## config.mk

```make
export PLATFORM = sky130hd
export DESIGN_NAME = md5_stream_hasher_core
export DESIGN_NICKNAME = d
export VERILOG_FILES = /design/src/hdl/md5sh_pkg.sv /design/src/hdl/md5sh_compress.sv /design/src/hdl/md5_stream_hasher_core.sv
export SDC_FILE = /design/constraint.sdc
export NUM_CORES = 2
export LEC_CHECK = 0
export BUFFER_PORTS_ARGS = -buffer_cell sky130_fd_sc_hd__buf_4
export CORE_MARGIN = 4
export CORE_UTILIZATION = 43
export DETAILED_ROUTE_END_ITERATION = 12
export GPL_TIMING_DRIVEN = 1
export PLACE_DENSITY = 0.64
export SLEW_MARGIN = 40
export SYNTH_ARGS = -nofsm -noshare
export SYNTH_HDL_FRONTEND = slang
export SYNTH_HIERARCHICAL = 1
export SYNTH_SLANG_ARGS = --single-unit
export TNS_END_PERCENT = 5
```

## constraint.sdc

```tcl
create_clock -name clk -period 7.4 [get_ports clk]
set_clock_uncertainty 0.05 [all_clocks]
set_input_delay 1.11 -clock clk [delete_from_list [all_inputs] [get_ports clk]]
set_output_delay 1.11 -clock clk [all_outputs]
set_load 0.02 [all_outputs]
```

## src/hdl/md5sh_pkg.sv

```systemverilog
package md5sh_pkg;

  typedef logic [31:0] word_t;

  // Top-level sequencer states
  typedef enum logic [1:0] {
    ST_IDLE,
    ST_PAD,
    ST_COMP,
    ST_EMIT
  } state_t;

  // Block positions, pad marker and last round, digest word and length byte
  localparam logic [5:0] LAST_POS = 6'd63;
  localparam logic [5:0] LEN_POS  = 6'd56;
  localparam logic [7:0] PAD_MARK = 8'h80;
  localparam logic [5:0] LAST_RND = 6'd63;
  localparam logic [1:0] LAST_IDX = 2'd3;
  localparam logic [2:0] LAST_LEN = 3'd7;

  // Chaining word initial values A, B, C, D
  localparam word_t IV_TAB [4] = '{
    32'h67452301, 32'hefcdab89, 32'h98badcfe, 32'h10325476
  };

  // Per-round additive constants
  localparam word_t K_TAB [64] = '{
    32'hd76aa478, 32'he8c7b756, 32'h242070db, 32'hc1bdceee,
    32'hf57c0faf, 32'h4787c62a, 32'ha8304613, 32'hfd469501,
    32'h698098d8, 32'h8b44f7af, 32'hffff5bb1, 32'h895cd7be,
    32'h6b901122, 32'hfd987193, 32'ha679438e, 32'h49b40821,
    32'hf61e2562, 32'hc040b340, 32'h265e5a51, 32'he9b6c7aa,
    32'hd62f105d, 32'h02441453, 32'hd8a1e681, 32'he7d3fbc8,
    32'h21e1cde6, 32'hc33707d6, 32'hf4d50d87, 32'h455a14ed,
    32'ha9e3e905, 32'hfcefa3f8, 32'h676f02d9, 32'h8d2a4c8a,
    32'hfffa3942, 32'h8771f681, 32'h6d9d6122, 32'hfde5380c,
    32'ha4beea44, 32'h4bdecfa9, 32'hf6bb4b60, 32'hbebfbc70,
    32'h289b7ec6, 32'heaa127fa, 32'hd4ef3085, 32'h04881d05,
    32'hd9d4d039, 32'he6db99e5, 32'h1fa27cf8, 32'hc4ac5665,
    32'hf4292244, 32'h432aff97, 32'hab9423a7, 32'hfc93a039,
    32'h655b59c3, 32'h8f0ccc92, 32'hffeff47d, 32'h85845dd1,
    32'h6fa87e4f, 32'hfe2ce6e0, 32'ha3014314, 32'h4e0811a1,
    32'hf7537e82, 32'hbd3af235, 32'h2ad7d2bb, 32'heb86d391
  };

  // Rotate amounts, indexed by {phase, round[1:0]}
  localparam logic [4:0] ROT_TAB [16] = '{
    5'd7, 5'd12, 5'd17, 5'd22, 5'd5, 5'd9, 5'd14, 5'd20,
    5'd4, 5'd11, 5'd16, 5'd23, 5'd6, 5'd10, 5'd15, 5'd21
  };

  // Message word used by a round
  function automatic logic [3:0] msg_index(input logic [5:0] rnd);
    logic [3:0] i;
    i = rnd[3:0];
    case (rnd[5:4])
      2'd0:    return i;
      2'd1:    return 4'(i * 4'd5 + 4'd1);
      2'd2:    return 4'(i * 4'd3 + 4'd5);
      default: return 4'(i * 4'd7);
    endcase
  endfunction

  // Boolean mixing function of a phase
  function automatic word_t round_f(input logic [1:0] phase, input word_t b,
                                    input word_t c, input word_t d);
    case (phase)
      2'd0:    return (b & c) | (~b & d);
      2'd1:    return (b & d) | (c & ~d);
      2'd2:    return b ^ c ^ d;
      default: return c ^ (b | ~d);
    endcase
  endfunction

  function automatic word_t rotl(input word_t x, input logic [4:0] s);
    logic [63:0] dbl;
    dbl = {x, x} << s;
    return dbl[63:32];
  endfunction

endpackage

```

## src/hdl/md5sh_compress.sv

```systemverilog
module md5sh_compress (
  input  logic              clk,
  input  logic              rst_n,
  input  logic              start,
  input  md5sh_pkg::word_t  chain_i [4],
  input  md5sh_pkg::word_t  blk_word_i,
  output logic [3:0]        blk_idx_o,
  output logic              done_o,
  output md5sh_pkg::word_t  chain_o [4]
);
  import md5sh_pkg::*;

  logic       busy_r, busy_nxt;
  logic       fin_r, fin_nxt;
  logic [5:0] rnd_r, rnd_nxt;
  word_t      a_r, b_r, c_r, d_r, t_r;
  word_t      a_nxt, b_nxt, c_nxt, d_nxt, t_nxt;
  logic [5:0] rnd_inc;
  word_t      f_val, sum_val, rot_val;

  // Round datapath: t_r already holds a + K + M for this round
  always_comb begin
    rnd_inc   = rnd_r + 6'd1;
    blk_idx_o = busy_r ? msg_index(rnd_inc) : 4'd0;
    f_val     = round_f(rnd_r[5:4], b_r, c_r, d_r);
    sum_val   = t_r + f_val;
    rot_val   = rotl(sum_val, ROT_TAB[{rnd_r[5:4], rnd_r[1:0]}]);
  end

  // Next values of the round registers
  always_comb begin
    busy_nxt = busy_r;
    fin_nxt  = 1'b0;
    rnd_nxt  = rnd_r;
    a_nxt    = a_r;
    b_nxt    = b_r;
    c_nxt    = c_r;
    d_nxt    = d_r;
    t_nxt    = t_r;
    if (start) begin
      busy_nxt = 1'b1;
      rnd_nxt  = '0;
      a_nxt    = chain_i[0];
      b_nxt    = chain_i[1];
      c_nxt    = chain_i[2];
      d_nxt    = chain_i[3];
      t_nxt    = chain_i[0] + K_TAB[0] + blk_word_i;
    end else if (busy_r) begin
      rnd_nxt = rnd_inc;
      a_nxt   = d_r;
      b_nxt   = b_r + rot_val;
      c_nxt   = b_r;
      d_nxt   = c_r;
      // next round's a is today's d
      t_nxt   = d_r + K_TAB[rnd_inc] + blk_word_i;
      if (rnd_r == LAST_RND) begin
        busy_nxt = 1'b0;
        fin_nxt  = 1'b1;
      end
    end
  end

  always_ff @(posedge clk) begin
    if (!rst_n) begin
      busy_r <= 1'b0;
      fin_r  <= 1'b0;
      rnd_r  <= '0;
    end else begin
      busy_r <= busy_nxt;
      fin_r  <= fin_nxt;
      rnd_r  <= rnd_nxt;
    end
  end

  always_ff @(posedge clk) begin
    a_r <= a_nxt;
    b_r <= b_nxt;
    c_r <= c_nxt;
    d_r <= d_nxt;
    t_r <= t_nxt;
  end

  // Feed-forward add into the chaining words
  assign done_o     = fin_r;
  assign chain_o[0] = chain_i[0] + a_r;
  assign chain_o[1] = chain_i[1] + b_r;
  assign chain_o[2] = chain_i[2] + c_r;
  assign chain_o[3] = chain_i[3] + d_r;

endmodule

```

## src/hdl/md5_stream_hasher_core.sv

```systemverilog
// Channel | Dir | tdata                  | tuser           | tlast
// in_     | in  | [7:0] data_byte        | byte_valid      | last_byte
// out_    | out | [31:0] digest_word     | [1:0] word_index| last_word
//
// A message byte is written to the block buffer as it is taken; a byte that
// fills a block starts 64 rounds of the shared round unit, then the
// feed-forward add. On the end marker, padding goes one byte per cycle to
// the block end, then that block is compressed; a second block follows when
// the length no longer fits. The four digest words then go one per transfer.
// Synchronous active-low reset loads the initial chaining words and clears
// the bit count. in_tready is low while padding, compressing or emitting.
module md5_stream_hasher_core (
  input  logic        clk,
  input  logic        rst_n,
  input  logic        in_tvalid,
  output logic        in_tready,
  input  logic [7:0]  in_tdata,   // [7:0] data_byte
  input  logic        in_tuser,   // [0] byte_valid
  input  logic        in_tlast,
  output logic        out_tvalid,
  input  logic        out_tready,
  output logic [31:0] out_tdata,  // [31:0] digest_word
  output logic [1:0]  out_tuser,  // [1:0] word_index
  output logic        out_tlast
);
  import md5sh_pkg::*;

  state_t      state_r, state_nxt;
  logic [63:0] cnt_r, cnt_nxt;
  logic [5:0]  pos_r, pos_nxt;
  logic        mark_r, mark_nxt;
  logic        lenph_r, lenph_nxt;
  logic [2:0]  lenk_r, lenk_nxt;
  logic        final_r, final_nxt;
  logic        fin_r, fin_nxt;
  logic [1:0]  idx_r, idx_nxt;
  word_t       chain_r [4];
  word_t       chain_nxt [4];
  word_t       blk_r [16];

  logic        in_xfer, out_xfer;
  logic        wr_en;
  logic [5:0]  wr_pos;
  logic [7:0]  wr_byte;
  logic        cmp_start, cmp_done;
  logic [3:0]  cmp_idx;
  word_t       cmp_chain [4];

  assign in_xfer   = in_tvalid && in_tready;
  assign out_xfer  = out_tvalid && out_tready;
  assign cmp_start = wr_en && (wr_pos == LAST_POS);

  // Next state
  always_comb begin
    state_nxt = state_r;
    unique case (state_r)
      ST_IDLE: begin
        if (in_xfer) begin
          if (in_tuser && (cnt_r[8:3] == LAST_POS)) state_nxt = ST_COMP;
          else if (in_tlast)                        state_nxt = ST_PAD;
        end
      end
      ST_PAD: begin
        if (pos_r == LAST_POS) state_nxt = ST_COMP;
      end
      ST_COMP: begin
        if (cmp_done) begin
          if (!fin_r)       state_nxt = ST_IDLE;
          else if (final_r) state_nxt = ST_EMIT;
          else              state_nxt = ST_PAD;
        end
      end
      ST_EMIT: begin
        if (out_xfer && (idx_r == LAST_IDX)) state_nxt = ST_IDLE;
      end
      default: state_nxt = ST_IDLE;
    endcase
  end

  // Outputs, block writes and counters
  always_comb begin
    in_tready  = 1'b0;
    out_tvalid = 1'b0;
    wr_en      = 1'b0;
    wr_pos     = pos_r;
    wr_byte    = '0;
    cnt_nxt    = cnt_r;
    pos_nxt    = pos_r;
    mark_nxt   = mark_r;
    lenph_nxt  = lenph_r;
    lenk_nxt   = lenk_r;
    final_nxt  = final_r;
    fin_nxt    = fin_r;
    idx_nxt    = idx_r;
    chain_nxt  = chain_r;
    unique case (state_r)
      ST_IDLE: begin
        in_tready = 1'b1;
        // ready is high here, so a valid input is a transfer
        if (in_tvalid) begin
          if (in_tuser) begin
            wr_en   = 1'b1;
            wr_pos  = cnt_r[8:3];
            wr_byte = in_tdata;
            cnt_nxt = cnt_r + 64'd8;
          end
          fin_nxt = in_tlast;
          if (in_tlast) begin
            pos_nxt   = cnt_nxt[8:3];
            mark_nxt  = 1'b1;
            lenph_nxt = 1'b0;
            lenk_nxt  = '0;
            final_nxt = 1'b0;
          end
        end
      end
      ST_PAD: begin
        wr_en  = 1'b1;
        wr_pos = pos_r;
        if (mark_r)       wr_byte = PAD_MARK;
        else if (lenph_r) wr_byte = cnt_r[{lenk_r, 3'b000} +: 8];
        pos_nxt  = pos_r + 6'd1;
        mark_nxt = 1'b0;
        if (lenph_r) begin
          lenk_nxt = lenk_r + 3'd1;
          if (lenk_r == LAST_LEN) final_nxt = 1'b1;
        end else if (pos_nxt == LEN_POS) begin
          lenph_nxt = 1'b1;
        end
      end
      ST_COMP: begin
        if (cmp_done) chain_nxt = cmp_chain;
      end
      ST_EMIT: begin
        out_tvalid = 1'b1;
        // valid is high here, so ready completes a transfer
        if (out_tready) begin
          idx_nxt = idx_r + 2'd1;
          if (idx_r == LAST_IDX) begin
            chain_nxt = IV_TAB;
            cnt_nxt   = '0;
            fin_nxt   = 1'b0;
          end
        end
      end
      default: ;
    endcase
  end

  always_ff @(posedge clk) begin
    if (!rst_n) begin
      state_r <= ST_IDLE;
      cnt_r   <= '0;
      pos_r   <= '0;
      mark_r  <= 1'b0;
      lenph_r <= 1'b0;
      lenk_r  <= '0;
      final_r <= 1'b0;
      fin_r   <= 1'b0;
      idx_r   <= '0;
      chain_r <= IV_TAB;
    end else begin
      state_r <= state_nxt;
      cnt_r   <= cnt_nxt;
      pos_r   <= pos_nxt;
      mark_r  <= mark_nxt;
      lenph_r <= lenph_nxt;
      lenk_r  <= lenk_nxt;
      final_r <= final_nxt;
      fin_r   <= fin_nxt;
      idx_r   <= idx_nxt;
      chain_r <= chain_nxt;
    end
  end

  // Block buffer, bytes packed little-endian into words
  always_ff @(posedge clk) begin
    if (wr_en) blk_r[wr_pos[5:2]][{wr_pos[1:0], 3'b000} +: 8] <= wr_byte;
  end

  md5sh_compress u_compress (
    .clk        (clk),
    .rst_n      (rst_n),
    .start      (cmp_start),
    .chain_i    (chain_r),
    .blk_word_i (blk_r[cmp_idx]),
    .blk_idx_o  (cmp_idx),
    .done_o     (cmp_done),
    .chain_o    (cmp_chain)
  );

  // Digest words straight from the chaining registers
  assign out_tdata = chain_r[idx_r];
  assign out_tuser = idx_r;
  assign out_tlast = (idx_r == LAST_IDX);

  // Checks
  a_no_overlap: assert property (@(posedge clk) disable iff (!rst_n)
    !(in_tready && out_tvalid))
    else $error("input accepted while digest pending");

  a_done_in_comp: assert property (@(posedge clk) disable iff (!rst_n)
    cmp_done |-> (state_r == ST_COMP))
    else $error("compression finished outside compress state");

  a_reinit: assert property (@(posedge clk) disable iff (!rst_n)
    (out_tvalid && out_tready && out_tlast) |=> (in_tready && (cnt_r == '0)))
    else $error("no reinit after final digest word");

endmodule
```

# After elaboration in Yosys (flattened, before gate mapping)
# Memory sizes are Yosys's and may differ from the RTL's.
# Index checks and enable logic that the tools add are counted.
# totals
ff_bits	377
latchBits	0
ram_bits	512
rom_bits	2128
input_bits	14
output_inout_bits	37
wordCells	197
n_memories	3
# mem_list
memory	words	word_bits	rd	rd_ports_with_merged_regs	write_ports	line_no	rtl
(name not given)	64	32	1	0	0	md5sh_compress.sv:55	t_nxt = d_r + K_TAB[rnd_inc] + blk_word_i;
blk_r	16	32	1	0	1	md5_stream_hasher_core.sv:39	word_t blk_r [16];
(name not given)	16	5	1	0	0	md5sh_compress.sv:27	rot_val = rotl(sum_val, ROT_TAB[{rnd_r[5:4], rnd_r[1:0]}]);
# op_classes
add_sub_neg	18
multipliers	3
div	0
magnitude_cmp	3
eq_ne	26
shift	4
mux	79
bitwise_logic	17
reduce_logical	22
# op_table
operator	count
2-to-1 mux 32 bit	15
2-to-1 mux 128 bit	3
adder 32 bit	9
2-to-1 mux 64 bit	4
case mux 128 bit (2 select lines)	1
AND 32 bit	4
case mux 64 bit (2 select lines)	1
OR 32 bit	3
case mux 32 bit (3 select lines)	1
bitwise XOR 32 bit	3
adder 64 x 4 -> 64 bit, second input constant	1
binary-select mux 32 bit (select 2 bit)	1
NOT 32 bit	2
indexed part select 64 x 7 -> 8 bit	1
<< shifter 64 x 5 -> 64 bit	1
adder 32 bit, second input constant	1
2-to-1 mux 8 bit	4
variable shift 8 x 7 -> 32 bit, first input constant	1
indexed part select 8 x 7 -> 32 bit	1
equality test 6 bit, second input constant	5
2-to-1 mux 6 bit	5
2-to-1 mux 1 bit	20
inequality test 2 bit, second input constant	10
2-to-1 mux 2 bit	8
other kinds (38)	67

# Logic depth before layout (Yosys ltp)
# depth
ltp_word	9
ltp_mapped	35
depth_no_buf	31

# Cells and area by module
# The synthesis kept the hierarchy.
# by_module_without_submodules
module	instances	cells_each	area_each_um2	seq_area_each_um2
md5_stream_hasher_core	1	1918	29393.2	19498.7
md5sh_compress	1	3652	28373.5	4964.8

# Least setup slack after synthesis
# No wires, ideal clock.
# synth_timing
kind	register to register
startpoint	reg u_compress.rnd_r[0]
endpoint	reg u_compress.t_r[29] (data pin)
setup_ns	0.269
t_arrival_ns	7.512
t_required_ns	7.081
setup_slack_ns	-0.431
path_stages_with_launch	29
n_path_buf	4
synth_period_minus_slack_ns	7.831
cell_sequence	dfxtp_1 > ha_1 > inv_1 > ha_1 > clkinv_1 > clkbuf_1 > buf_1 > ha_1 > ha_1 > nand2_1 > o211ai_1 > and3_1 > buf_1 > clkbuf_1 > mux4_2 > ha_1 > ha_1 > fa_1 > a211o_1 > a211oi_1 > a211o_1 > a31oi_1 > a221oi_1 > nor3_1 > a31o_2 > o41ai_1 > xnor2_1 > nand2_1 > o31ai_1
# synth_via
elab_chain_cells	9
elab_cells_between_ends	21
cone_classes	6 x add/sub; 3 x mul; 2 x eq/ne; 6 x mux; 1 x bitwise; 1 x reduce/logical; 2 x memory
# synth_lines
item	line_no	rtl
start: declaration	md5sh_compress.sv:15	logic [5:0] rnd_r, rnd_nxt;
start signal: assignment	md5sh_compress.sv:71	rnd_r <= rnd_nxt;
adder 6 x 1 -> 6 bit (*)	md5sh_compress.sv:23	rnd_inc = rnd_r + 6'd1;
net u_compress.rnd_inc[2]	md5sh_compress.sv:18	logic [5:0] rnd_inc;
multiplier 4 x 2 -> 4 bit or multiplier 4 x 3 -> 4 bit (tied branches)	md5sh_pkg.sv:59, md5sh_pkg.sv:58	
adder 4 x 3 -> 4 bit or adder 4 x 1 -> 4 bit (tied branches)	md5sh_pkg.sv:59, md5sh_pkg.sv:58	
case mux 4 bit (3 select lines) (*)	md5sh_pkg.sv:56	case (rnd[5:4])
2-to-1 mux 4 bit (*)	md5sh_compress.sv:24	blk_idx_o = busy_r ? msg_index(rnd_inc) : 4'd0;
net cmp_idx[2]	md5_stream_hasher_core.sv:46	logic [3:0] cmp_idx;
memory (16 x 32 bit) (*)	n/a	
adder 32 bit	md5sh_compress.sv:55	
2-to-1 mux 32 bit	md5sh_compress.sv:48	end else if (busy_r) begin
2-to-1 mux 32 bit (*)	md5sh_compress.sv:40	if (start) begin
net u_compress.t_nxt[29]	md5sh_compress.sv:17	word_t a_nxt, b_nxt, c_nxt, d_nxt, t_nxt;
end signal: assignment	md5sh_compress.sv:80	t_r <= t_nxt;
end: declaration	md5sh_compress.sv:16	word_t a_r, b_r, c_r, d_r, t_r;
# Mark *: on every way through the listed nets, which the timed path passes. The rest lies on a longest branch. The select of a mux whose other input is x is not followed.
# A chain may end at the register's enable or synchronous reset.

# Worst setup path after layout
# layout_timing
startpoint	reg u_compress.rnd_r[4]
endpoint	reg u_compress.b_r[30] (data pin)
# layout_via
elab_chain_cells	8
elab_cells_between_ends	13
cone_classes	2 x add/sub; 2 x eq/ne; 1 x shift; 5 x mux; 1 x bitwise; 1 x reduce/logical; 1 x memory
# layout_lines
item	line_no	rtl
parallel branches: the longest is 4 deep, another holds adder 32 bit	n/a	
<< shifter 64 x 5 -> 64 bit (*)	md5sh_pkg.sv:77	dbl = {x, x} << s;
adder 32 bit (*)	md5sh_compress.sv:51	b_nxt = b_r + rot_val;
2-to-1 mux 32 bit (*)	md5sh_compress.sv:48	
2-to-1 mux 32 bit (*)	md5sh_compress.sv:40	
net u_compress.b_nxt[30]	md5sh_compress.sv:17	
end signal: assignment	md5sh_compress.sv:77	b_r <= b_nxt;
end: declaration	md5sh_compress.sv:16	
# Mark *: on every way through the listed nets, which the timed path passes. The select of a mux whose other input is x is not followed.

==> reports/results.ini <==
[critical_path]
r2r_start=u_compress/rnd_r[4]$_SDFFE_PP0P_
required_ns=7.87
crit_type=reg2reg
startpoint=u_compress/rnd_r[4]$_SDFFE_PP0P_
worstPathMaxFanout=11
cpPeakStageDelay_ns=0.48
slowest_stage=mux4_2
critPathArrivalTime_ns=7.69
end_kind=flop
start_kind=flop
timing.critical_path.mode_cell=buf_4

[global_route]
first_global_vias=44030
grt_max_degree=142
grt_pass1_wl_mm=275.9
track_usage_pct=25.35
antenna_found_initial=1
overflow=0

[yosys]
synth_edf_count=672
yosysMostFrequentCell=edfxtp_1
synthTopCellsByCount=672 x edfxtp_1, 533 x nand2_1, 482 x nor2_1
yosysWarningCount=6
ys_seq_area_share_pct=42.35
synth_largest_area_cell=edfxtp_1
synth_top_area_share_pct=34.93
avgSynthCellArea_sq_um=10.37
synth_seq_cells=886
yosysUniqueCellTypes=94
synthArstFlopShare_pct=0
syn_nets=5954
synth_cells=5570
yosys-top-cells-area=edfxtp_1 35%, mux4_2 8.4%, dfxtp_1 7.4%
synthFlopType=edfxtp_1
syn_area_sq_um=57770

[worst_hold_path]
hp-start=fin_r$_SDFFE_PN0P_
hp-class=reg2reg

[job]
drv_cap=0

[sta]
slew_viol_final=0
fmax_ghz=0.1385
hold-worst-slack_ns=0.4281
setup_viol=0
finalCriticalPeriod_ns=7.221
grt_setup_unrepaired=yes
maxSlewHeadroom_pct=38.70
period_share_pct=97.58
max_slew.worst_pin.slew_ns=0.9195
hold_viol_final=0

[pwr]
p_comb_share_pct=4.3
power_frac_seq_pct=50.2
p_leak_nw=24.83
pwr-share-clk_pct=45.5
p_switching_w=0.002467
swShare_pct=23.11
power.density_nw_per_um2=162.5
vdd_drop_max_v=0.0001992
p_int_w=0.008208

[detailed_routing]
detail_route.wl_per_cell_microns=24.27
ant_nets=0
viasPerCell=6.159
drtIter0Drc=5029
routed_wl_mm=184.0
drc=0
vias=46690
drtPass1Iterations=6

[clocking]
clockRootBuffer=clkbuf_16
h-tree-depth=3
numCtsBuffers=93
clkSlewWorstSetupHoldPaths_ns=0.08
clk_latency_ns=0.72
cts_tree=yes
cts.sinks=886
clockBufferDepth=3

[layout]
fill_cells=12010
seqCellArea_sq_um=24480
drive_gt1_share_pct=18.02
area_growth_pct=13.75
multi_input_area_sq_um=32100
fin_area_sq_um=65710
fin_nets=6118

[die]
design.core.area_sq_um=133500
ios=51
start_util_pct=43.28
die_height_microns=374.5
die-area_sq_um=140300
std_cell_rows=134
fp.dieW_microns=374.5

[placed_design]
gp_congestion=0.9791
placedInstanceArea_sq_um=62040
portBuffers=50
place_hpwl_mm=136.2

[run_status]
status=finished clean

## flip-flops by register name (all words and copies together) (netlist names)
name               count
blk_r                512
chain_r              128
cnt_r                 61
fin_r                  1
final_r                1
lenk_r                 3
lenph_r                1
mark_r                 1
out_tuser              2
pos_r                  6
state_r                2
u_compress/a_r        32
u_compress/b_r        32
u_compress/busy_r      1
u_compress/c_r        32
u_compress/d_r        32
u_compress/done_o      1
u_compress/rnd_r       6
u_compress/t_r        32
## metal layers
metal	share of wire (%)	up-vias	global-route usage [%]	wire length, microns
met2	46	1926	40.88	85410
met5	0	-	0	0
li1	-	21470	-	-
met4	4.5	0	9.909	8298
met3	7.3	364	3.680	13340
met1	42	22920	34.61	76920
## worst max-delay path, delay by kind of cell (launching register included)
kind	cells	cell delay, ns
flip-flops	1	0.44
AO/OA/AOI/OAI	18	3.10
multiplexers	3	0.97
XOR/XNOR	1	0.17
adder cells (fa/ha/maj)	2	0.48
AND/OR/NAND/NOR	4	0.59
buffers and inverters	7	1.19
## layout by cell type, fill, tap and decap left out, types with 43 or more instances in the layout
cell type,Yosys,layout
dfxtp_1,214,208
ha_1,325,319
mux2i_1,79,72
clkbuf_16,0,96
a211oi_1,47,43
fa_1,45,44
xor2_1,122,117
mux4_2,215,215
nor2_2,0,61
mux2_2,116,116
buf_4,2,347
xnor2_1,171,166
a31oi_1,69,62
nor2_1,482,420
o21ai_0,337,325
nand3_1,120,119
inv_1,162,161
o211ai_1,47,47
edfxtp_1,672,672
nor3_1,146,146
a21oi_1,418,412
nand2_1,533,532
o22ai_1,79,79
a22oi_1,78,78
a21o_1,124,123
## final cells by class
| class | count | share of cell area [%] |
|---|---|---|
| timing repair buffer | 381 | 4.768 |
| antenna | 1 | 0.003808 |
| tap | 1768 | 3.366 |
| clock inverter | 57 | 0.9901 |
| sequential | 886 | 37.25 |
| clock buffer | 115 | 3.810 |
| inverter | 167 | 0.9559 |
| multi-input combinational | 4205 | 48.86 |
## through the flow
stage                     std cells  setup TNS, ns  utilization [%]  total power [W]  worst slack, ns
after floorplan                5570      -0.004973                -         0.005756        -0.004973
after CTS                      7571              0            48.98          0.01074          0.01249
final                          7580              0            49.24          0.01068           0.1790
after detailed placement       7390        -0.6377            46.49         0.005909          -0.1974
after global routing           7579        -0.6935            49.24          0.01100          -0.1645
after global placement         7387        -0.4967            46.39         0.005892          -0.1795
## power groups by stage
stage                     Clock [W]  Sequential, W  Combinational, W
after floorplan                   0        0.00545          0.000306
after global placement            0        0.00546          0.000429
after detailed placement          0        0.00546          0.000445
after CTS                   0.00493        0.00536          0.000447
after global routing        0.00514        0.00536          0.000506
final                       0.00486        0.00536          0.000462
## what timing repair did
action,in CTS,in global routing
hold endpoints to repair,0,0
buffers inserted,9,3
hold buffers,0,0
setup endpoints to repair,6,21
resized for setup,23,40
pin swaps,9,8
## path summary, 6_finish.rpt
path	to	slack, ns	depth (start not counted)
max reg2reg	u_compress/b_r[30]$_DFFE_PP_	0.18	35
max	u_compress/b_r[30]$_DFFE_PP_	0.18	35
min	fin_r$_SDFFE_PN0P_	0.43	2
min reg2reg	fin_r$_SDFFE_PN0P_	0.43	2
## cell families (layout without fill, tap and decap cells)
logic type | after synthesis | in the layout | share of synthesized area (%)
AOI/OAI and AO/OA | 1482 | 1482 | 16.16
buffers and inverters | 479 | 720 | 3.154
other | 0 | 1 | 0
xor gates and xnor gates | 293 | 293 | 4.442
and+or+nand+nor | 1649 | 1649 | 13.26
DFF | 886 | 886 | 42.35
muxes | 410 | 410 | 12.01
adders and majority gates | 371 | 371 | 8.618
(Power assumes the default switching activity.)
